File: src/sv/settled_level_matcher_macros.svh
// Assertion macros for the level matcher
`ifndef SETTLED_LEVEL_MATCHER_MACROS_SVH
`define SETTLED_LEVEL_MATCHER_MACROS_SVH
`ifndef ASSERT_OFF
// checked only out of reset
`define SLM_ASSERT(lbl, clk, rst, prop, msg) \
  lbl: assert property (@(posedge clk) disable iff (rst) prop) else $error(msg);
// checked on every edge
`define SLM_ASSERT_ALWAYS(lbl, clk, prop, msg) \
  lbl: assert property (@(posedge clk) prop) else $error(msg);
`else
`define SLM_ASSERT(lbl, clk, rst, prop, msg)
`define SLM_ASSERT_ALWAYS(lbl, clk, prop, msg)
`endif
`endif

File: src/sv/slm_pkg.sv
package slm_pkg;

  localparam int NUM_LEVELS = 15;
  localparam int SAMPLE_BITS = 12;
  localparam int SLOT_W = 4;
  localparam int MEAN_SHIFT = 4;
  localparam logic [SLOT_W-1:0] COMBO_NONE = 4'd15;
  localparam int LEVEL_SPAN = (1 << SAMPLE_BITS) - 1;
  localparam int LEVEL_LO = -(1 << (SAMPLE_BITS - 1));

  // function codes
  localparam logic [1:0] FUNC_TICK    = 2'd0;
  localparam logic [1:0] FUNC_WRITE   = 2'd1;
  localparam logic [1:0] FUNC_RELEASE = 2'd2;
  localparam logic [1:0] FUNC_SPARE   = 2'd3;

  // configuration register indexes
  localparam logic [2:0] REG_SMOOTH_SHIFT = 3'd0;
  localparam logic [2:0] REG_SETTLE_TOL   = 3'd1;
  localparam logic [2:0] REG_SETTLE_TICKS = 3'd2;
  localparam logic [2:0] REG_DEADBAND     = 3'd3;
  localparam logic [2:0] REG_MATCH_WINDOW = 3'd4;

  typedef logic signed [SAMPLE_BITS-1:0] sample_t;

  // one learned level: its index and centre value
  typedef struct packed {
    logic [SLOT_W-1:0] idx;
    sample_t           val;
  } entry_t;

  // per-cell control from the sequencer
  typedef struct packed {
    logic              load;
    logic [SLOT_W-1:0] wr_idx;
    sample_t           wr_val;
    logic              swap_r_en;
    logic              swap_l_en;
  } cell_ctl_t;

  // even spread over the sample range, used at reset
  function automatic sample_t reset_level(int i);
    int v;
    v = LEVEL_LO + (LEVEL_SPAN * i) / (NUM_LEVELS - 1);
    return SAMPLE_BITS'(v);
  endfunction

  // sort key: value first, index breaks ties (keeps a stable order)
  function automatic logic entry_gt(entry_t a, entry_t b);
    return (a.val > b.val) || ((a.val == b.val) && (a.idx > b.idx));
  endfunction

  // one-pole slew, at least one unit toward the target
  function automatic sample_t slew(sample_t cur, sample_t tgt, logic [3:0] sh);
    logic signed [SAMPLE_BITS:0] d;
    logic [SAMPLE_BITS:0] mag;
    logic [SAMPLE_BITS:0] step;
    logic signed [SAMPLE_BITS:0] res;
    d = {tgt[SAMPLE_BITS-1], tgt} - {cur[SAMPLE_BITS-1], cur};
    mag = d[SAMPLE_BITS] ? (SAMPLE_BITS+1)'(-d) : d;
    step = mag >> sh;
    if (step == '0 && mag != '0) begin
      step = (SAMPLE_BITS+1)'(1);
    end
    res = d[SAMPLE_BITS] ? ({cur[SAMPLE_BITS-1], cur} - $signed(step))
                         : ({cur[SAMPLE_BITS-1], cur} + $signed(step));
    return res[SAMPLE_BITS-1:0];
  endfunction

endpackage

File: src/sv/slm_cell.sv
module slm_cell (
  input  logic              clk,
  input  logic              rst,
  input  slm_pkg::cell_ctl_t ctl,
  input  slm_pkg::entry_t   rst_ent,
  input  slm_pkg::entry_t   left,
  input  slm_pkg::entry_t   right,
  input  slm_pkg::sample_t  match_val,
  output slm_pkg::entry_t   ent,
  output logic signed [slm_pkg::SAMPLE_BITS-1:0] thr,
  output logic              above_thr
);
  import slm_pkg::*;

  logic signed [SAMPLE_BITS:0] pair_sum;

  // midpoint toward the right neighbor, floor division
  assign pair_sum = {ent.val[SAMPLE_BITS-1], ent.val} + {right.val[SAMPLE_BITS-1], right.val};
  assign thr = pair_sum[SAMPLE_BITS:1];
  assign above_thr = match_val > thr;

  // level replace, then odd-even exchange with a neighbor
  always_ff @(posedge clk) begin
    if (rst) begin
      ent <= rst_ent;
    end else if (ctl.load && ent.idx == ctl.wr_idx) begin
      ent.val <= ctl.wr_val;
    end else if (ctl.swap_r_en && entry_gt(ent, right)) begin
      ent <= right;
    end else if (ctl.swap_l_en && entry_gt(left, ent)) begin
      ent <= left;
    end
  end

endmodule

File: src/sv/settled_level_matcher.sv
// Channel | Handshake                 | Payload
// in      | in_valid / in_ready       | func, cv_sample, level_index, level_value
// out     | out_valid / out_ready     | trigger, note_index, held_combo
// cfg     | cfg_we (no wait)          | cfg_addr, cfg_wdata
// A sample tick steps through slew, settle and result, with three match stages
// added between settle and result when the plateau is matched.
// A level write steps through load, 15 odd-even passes over the cell row, and result;
// an out-of-range index, release and unknown codes go from decode to the result. One item in work.
// rst is synchronous; the cell row comes out of reset already sorted.
// A stalled output holds the result; the next item may be taken meanwhile.
module settled_level_matcher (
  input  logic        clk,
  input  logic        rst,
  input  logic        in_valid,
  output logic        in_ready,
  input  logic [1:0]  func,
  input  logic signed [slm_pkg::SAMPLE_BITS-1:0] cv_sample,
  input  logic [3:0]  level_index,
  input  logic signed [slm_pkg::SAMPLE_BITS-1:0] level_value,
  output logic        out_valid,
  input  logic        out_ready,
  output logic        trigger,
  output logic [3:0]  note_index,
  output logic [3:0]  held_combo,
  input  logic        cfg_we,
  input  logic [2:0]  cfg_addr,
  input  logic [9:0]  cfg_wdata
);
  import slm_pkg::*;
  `include "settled_level_matcher_macros.svh"

  typedef enum logic [7:0] {
    S_IDLE    = 8'b0000_0001,
    S_SMOOTH  = 8'b0000_0010,
    S_SETTLE  = 8'b0000_0100,
    S_MATCH_A = 8'b0000_1000,
    S_MATCH_B = 8'b0001_0000,
    S_MATCH_C = 8'b0010_0000,
    S_SORT    = 8'b0100_0000,
    S_DONE    = 8'b1000_0000
  } state_t;

  state_t state;

  // configuration
  logic [3:0] smooth_shift;
  logic [7:0] settle_tolerance, settle_ticks, deadband;
  logic [9:0] match_window;

  // captured transaction
  logic [1:0] func_r;
  sample_t sample_r;
  logic [SLOT_W-1:0] lidx_r;
  sample_t lval_r;

  // tracking state
  sample_t smoothed, mean;
  logic [7:0] ticks;
  logic [SLOT_W-1:0] held;
  logic primed;

  // match pipeline
  logic [SLOT_W-1:0] k_r, cs_r, cand_r;
  logic cs_hit;
  logic [SLOT_W-1:0] sort_cnt;
  logic res_trig;
  logic [SLOT_W-1:0] res_note;

  entry_t ents [NUM_LEVELS];
  logic signed [SAMPLE_BITS-1:0] thrs [NUM_LEVELS];
  logic [NUM_LEVELS-1:0] above;
  logic sort_act, phase, load_act;

  assign in_ready = (state == S_IDLE);
  assign sort_act = (state == S_SORT);
  assign phase = sort_cnt[0];
  assign load_act = (state == S_SMOOTH) && (func_r == FUNC_WRITE);

  // cell row
  for (genvar k = 0; k < NUM_LEVELS; k++) begin : g_cell
    cell_ctl_t ctl;
    entry_t rst_ent, left_e, right_e;
    assign rst_ent.idx = SLOT_W'(k);
    assign rst_ent.val = reset_level(k);
    assign ctl.load = load_act;
    assign ctl.wr_idx = lidx_r;
    assign ctl.wr_val = lval_r;
    assign ctl.swap_r_en = sort_act && (1'(k % 2) == phase) && (k < NUM_LEVELS - 1);
    assign ctl.swap_l_en = sort_act && (1'((k + 1) % 2) == phase) && (k > 0);
    if (k > 0) begin : g_l
      assign left_e = ents[k-1];
    end else begin : g_l0
      assign left_e = ents[k];
    end
    if (k < NUM_LEVELS - 1) begin : g_r
      assign right_e = ents[k+1];
    end else begin : g_rn
      assign right_e = ents[k];
    end
    slm_cell u_cell (
      .clk(clk), .rst(rst), .ctl(ctl), .rst_ent(rst_ent),
      .left(left_e), .right(right_e), .match_val(mean),
      .ent(ents[k]), .thr(thrs[k]), .above_thr(above[k])
    );
  end

  // first slot not above its threshold, and the held level's slot
  logic [SLOT_W-1:0] k_find, cs_find;
  logic cs_found;
  always_comb begin
    k_find = SLOT_W'(NUM_LEVELS - 1);
    for (int i = NUM_LEVELS - 2; i >= 0; i--) begin
      if (!above[i]) begin
        k_find = SLOT_W'(i);
      end
    end
    cs_find = '0;
    cs_found = 1'b0;
    for (int i = 0; i < NUM_LEVELS; i++) begin
      if (ents[i].idx == held) begin
        cs_find = SLOT_W'(i);
        cs_found = 1'b1;
      end
    end
  end

  // deadband toward an adjacent held level
  logic [SLOT_W-1:0] km1, cand_sel;
  logic signed [SAMPLE_BITS+1:0] up_lim, dn_lim, mean_x;
  always_comb begin
    km1 = (k_r == '0) ? '0 : k_r - 1'b1;
    mean_x = (SAMPLE_BITS+2)'(mean);
    up_lim = (SAMPLE_BITS+2)'(thrs[k_r]) - $signed({6'b0, deadband});
    dn_lim = (SAMPLE_BITS+2)'(thrs[km1]) + $signed({6'b0, deadband});
    cand_sel = k_r;
    if (cs_hit && ents[k_r].idx != held) begin
      if (cs_r == k_r + 1'b1 && mean_x > up_lim) begin
        cand_sel = cs_r;
      end else if (cs_r == km1 && k_r != '0 && mean_x < dn_lim) begin
        cand_sel = cs_r;
      end
    end
  end

  // window check and held-combo update
  logic signed [SAMPLE_BITS:0] mean_gap;
  logic [SAMPLE_BITS:0] adist;
  logic [SLOT_W-1:0] m;
  assign mean_gap = {mean[SAMPLE_BITS-1], mean}
                  - {ents[cand_r].val[SAMPLE_BITS-1], ents[cand_r].val};
  assign adist = mean_gap[SAMPLE_BITS] ? (SAMPLE_BITS+1)'(-mean_gap) : mean_gap;
  assign m = (adist > (SAMPLE_BITS+1)'(match_window)) ? COMBO_NONE : ents[cand_r].idx;

  // settle detection on the new smoothed value
  logic signed [SAMPLE_BITS:0] sdiff;
  logic [SAMPLE_BITS:0] sabs;
  assign sdiff = {smoothed[SAMPLE_BITS-1], smoothed} - {mean[SAMPLE_BITS-1], mean};
  assign sabs = sdiff[SAMPLE_BITS] ? (SAMPLE_BITS+1)'(-sdiff) : sdiff;

  // configuration writes
  always_ff @(posedge clk) begin
    if (rst) begin
      smooth_shift <= 4'd3;
      settle_tolerance <= 8'd8;
      settle_ticks <= 8'd36;
      deadband <= 8'd16;
      match_window <= 10'd64;
    end else if (cfg_we) begin
      case (cfg_addr)
        REG_SMOOTH_SHIFT: smooth_shift <= cfg_wdata[3:0];
        REG_SETTLE_TOL:   settle_tolerance <= cfg_wdata[7:0];
        REG_SETTLE_TICKS: settle_ticks <= cfg_wdata[7:0];
        REG_DEADBAND:     deadband <= cfg_wdata[7:0];
        REG_MATCH_WINDOW: match_window <= cfg_wdata;
        default: ;
      endcase
    end
  end

  // sequencer
  always_ff @(posedge clk) begin
    if (rst) begin
      state <= S_IDLE;
      smoothed <= '0;
      mean <= '0;
      ticks <= '0;
      held <= COMBO_NONE;
      primed <= 1'b0;
      out_valid <= 1'b0;
      sort_cnt <= '0;
      res_trig <= 1'b0;
      res_note <= '0;
    end else begin
      // S_DONE reloads the output register itself
      if (out_valid && out_ready && state != S_DONE) begin
        out_valid <= 1'b0;
      end
      case (state)
        S_IDLE: begin
          if (in_valid) begin
            func_r <= func;
            sample_r <= cv_sample;
            lidx_r <= level_index;
            lval_r <= level_value;
            res_trig <= 1'b0;
            res_note <= '0;
            state <= S_SMOOTH;
          end
        end
        S_SMOOTH: begin
          sort_cnt <= '0;
          case (func_r)
            FUNC_TICK: begin
              smoothed <= slew(smoothed, sample_r, smooth_shift);
              state <= S_SETTLE;
            end
            FUNC_WRITE: begin
              state <= (lidx_r < SLOT_W'(NUM_LEVELS)) ? S_SORT : S_DONE;
            end
            FUNC_RELEASE: begin
              held <= COMBO_NONE;
              state <= S_DONE;
            end
            default: state <= S_DONE;
          endcase
        end
        S_SETTLE: begin
          if (ticks != '0 && sabs <= (SAMPLE_BITS+1)'(settle_tolerance)) begin
            mean <= slew(mean, smoothed, 4'(MEAN_SHIFT));
            if (ticks < settle_ticks) begin
              ticks <= ticks + 1'b1;
              state <= (ticks + 1'b1 < settle_ticks) ? S_DONE : S_MATCH_A;
            end else begin
              state <= S_MATCH_A;
            end
          end else begin
            mean <= smoothed;
            ticks <= 8'd1;
            state <= S_DONE;
          end
        end
        S_MATCH_A: begin
          k_r <= k_find;
          cs_r <= cs_find;
          cs_hit <= cs_found;
          state <= S_MATCH_B;
        end
        S_MATCH_B: begin
          cand_r <= cand_sel;
          state <= S_MATCH_C;
        end
        S_MATCH_C: begin
          if (m != COMBO_NONE && m != held) begin
            held <= m;
            if (primed) begin
              res_trig <= 1'b1;
              res_note <= m;
            end
            primed <= 1'b1;
          end
          state <= S_DONE;
        end
        S_SORT: begin
          sort_cnt <= sort_cnt + 1'b1;
          if (sort_cnt == SLOT_W'(NUM_LEVELS - 1)) begin
            state <= S_DONE;
          end
        end
        S_DONE: begin
          if (!out_valid || out_ready) begin
            out_valid <= 1'b1;
            trigger <= res_trig;
            note_index <= res_note;
            held_combo <= held;
            state <= S_IDLE;
          end else begin
            out_valid <= 1'b1;
          end
        end
        default: state <= S_IDLE;
      endcase
    end
  end

  // checks
  `SLM_ASSERT(a_note_is_held, clk, rst, out_valid && trigger |-> note_index == held_combo, "note differs from held combo")
  `SLM_ASSERT(a_trig_held, clk, rst, out_valid && trigger |-> held_combo != COMBO_NONE, "trigger with nothing held")
  `SLM_ASSERT(a_accept_busy, clk, rst, in_valid && in_ready |=> !in_ready, "accepted without going busy")

endmodule

File: config.mk
export PLATFORM = sky130hd
export DESIGN_NAME = settled_level_matcher
export DESIGN_NICKNAME = d
export VERILOG_FILES = /design/src/sv/slm_pkg.sv /design/src/sv/slm_cell.sv /design/src/sv/settled_level_matcher.sv
export VERILOG_INCLUDE_DIRS = /design/src /design/src/sv
export SDC_FILE = /design/constraint.sdc
export NUM_CORES = 2
export LEC_CHECK = 0
export ABC_CLOCK_PERIOD_IN_PS = 10600
export BUFFER_PORTS_ARGS = -buffer_cell sky130_fd_sc_hd__buf_2
export CAP_MARGIN = 20
export CORE_MARGIN = 4
export CORE_UTILIZATION = 50
export DETAILED_ROUTE_END_ITERATION = 12
export GPL_TIMING_DRIVEN = 0
export PLACE_DENSITY = 0.68
export SLEW_MARGIN = 20
export SYNTH_ARGS = -nofsm -noshare
export SYNTH_HDL_FRONTEND = slang
export SYNTH_HIERARCHICAL = 1
export SYNTH_SLANG_ARGS = --single-unit
File: constraint.sdc
create_clock -name clk -period 10.6 [get_ports clk]
set_input_delay 0 -clock clk [delete_from_list [all_inputs] [get_ports clk]]
set_output_delay 0 -clock clk [all_outputs]
set_load 0.05 [all_outputs]
==> metrics.yaml <==
min_path:
  worstHoldEndpoint: "sample_r[2]"
  hold_start: "cv_sample[2]"
  hold_depth: 2
  min_path_type: "in2reg"
critical_path:
  cp.arrival_ns: 10.52
  crit_type: "reg2reg"
  cp_num_buf_inv: 8
  start_kind: "register"
  worst_path_max_delay_cell: "mux2i_1"
  cp_max_fo: 10
  r2r_cells: 30
  required_ns: 11.01
  regToRegEndpoint: "cand_r[0]"
  cp-end-kind: "register"
  r2r-start: "k_r[1]"
  cp_top_family: "buffers and inverters"
  ff2ff_setup_slack_ns: 0.49
  critPathMaxStageDelay_ns: 0.83
  crit_cells: 30
sta:
  finalCritPeriodShare_pct: 95.38
  finalMaxSlewViolations: 0
  final-hold-violation-count: 0
  worst_hold_slack_ns: 0.04348
  finalSetupViolations: 0
  clock.fmax_mhz: 98.91
  tightest_slew_ns: 1.305
  relSlewSlack_pct: 11.84
  grt_setup_unrepaired: "no"
  finClkSkew_ns: 0.03498
  period_needed_ns: 10.11
power_and_ir_drop:
  internal_power_mw: 4.760
  clockPowerShare_pct: 21.8
  p_leak_nw: 31.34
  p_switching_mw: 4.182
  p_per_area_nw_per_um2: 131.7
  switching_share_pct: 46.77
  fin_total_pwr_mw: 8.942
  ir_drop_uv: 132.1
  seqPwrFrac_pct: 25.7
  combPwrFrac_pct: 52.5
synth:
  yosys_warnings: 6
  synthCells: 7605
  synth_area_per_cell_um2: 7.981
  syn-cell-area_um2: 60690
floorplanning:
  fp-row-count: 127
  start_util_pct: 50.46
  core_area_um2: 120300
  num_io_pins: 59
  fp.dieH_um: 356.4
  dieArea_um2: 127000
  die_width_um: 356.4
clocking:
  post-cts-setup-buffers: 0
  worst_skew_pair.late_latency_ns: 0.69
  numCtsBuffers: 52
  cts.sinks: 385
  cts-root-buf: "clkbuf_16"
  h-tree-depth: 2
  path_clk_slew_ns: 0.08
  cts_tree: "done"
  clockBufferDepth: 3
routing:
  vias: 61690
  via_per_inst: 6.240
  routed_wl_mm: 248.5
  drt-pass1-iter-count: 7
  drc: 0
  drtIter0Drc: 8047
  wl_per_cell_um: 25.14
  final_antenna_net_count: 0
finish:
  nets: 9267
  final_util_pct: 56.44
  final_cell_mix: "1066 x inv_1, 969 x ha_1, 893 x a21oi_1"
  layout_commonest_cell: "inv_1"
  drive_gt1_share_pct: 6.806
  area_delta_synth_final_pct: 11.85
  fillers: 11170
grt:
  grt_max_degree: 29
  grt_pass1_wl_mm: 363.4
  track_usage_pct: 37.68
  grt_pass1_vias: 57820
  grt-ovfl-total: 0
  antenna_found_initial: 7
flow_run:
  drv_cap: 0
place:
  hpwl_mm: 192.4
  gp_congestion: 1.058
  portBuffers: 58
run_status:
  outcome: "completed"
## metal layers
metal | wire length (µm) | track usage, % | share of wire [%] | vias up
li1 | - | - | - | 28360
met1 | 101500 | 50.78 | 41 | 29220
met2 | 103800 | 56.29 | 42 | 3386
met3 | 28020 | 8.286 | 11 | 719
met4 | 15090 | 20.08 | 6.1 | 4
met5 | 33 | 0 | 0.013 | -
## sequential cells by signal, indices dropped and copies added (netlist names), 8 cells and up
signal,cells
ticks,8
settle_tolerance,8
settle_ticks,8
deadband,8
lval_r,12
match_window,10
smoothed,12
state,8
mean,12
g_cell.u_cell/ent,240
sample_r,12
## layout make-up
type	instances	area (µm²)	area share, %
Multi-Input combinational cell	6266	46180	68.03
Sequential cell	385	10650	15.68
Inverter	1066	4001	5.894
Tap cell	1612	2017	2.971
Timing Repair Buffer	159	1714	2.525
Buffer	298	1481	2.182
Clock buffer	59	1360	2.003
Clock inverter	39	479.2	0.7059
Antenna cell	3	7.507	0.01106
## power by group through the flow
stage | registers (mW) | logic (mW) | clock network, mW
floorplan | 2.01 | 3.22 | 0
global placement | 2.35 | 4.29 | 0
detailed placement | 2.31 | 4.47 | 0
CTS | 2.28 | 4.52 | 1.97
global route | 2.30 | 5.10 | 2.03
finish | 2.30 | 4.69 | 1.95
## stage by stage
step	instance area (µm²)	TNS [ns]	setup WS (ns)	std cells
floorplan	62230	0	2.866	8015
global placement	64540	-0.6279	-0.1584	9685
detailed placement	65460	-0.7703	-0.1978	9730
CTS	67850	0	0.03166	9883
global route	67880	0	0.04120	9885
finish	67890	0	0.4895	9887
## how the worst max path moves through the flow
stage / start / to
finish: k_r[1] / cand_r[0]
global route: cand_r[0] / held[3]
CTS: k_r[1] / cand_r[3]
detailed placement: k_r[1] / cand_r[1]
global placement: k_r[1] / cand_r[1]
floorplan: cand_r[0] / held[0]
## what timing repair did
action | in CTS | in global routing
setup endpoints to repair | 4 | 4
hold buffers | 55 | 0
hold endpoints to repair | 93 | 0
resized for setup | 1 | 5
Power figures use the tool's default switching activity.
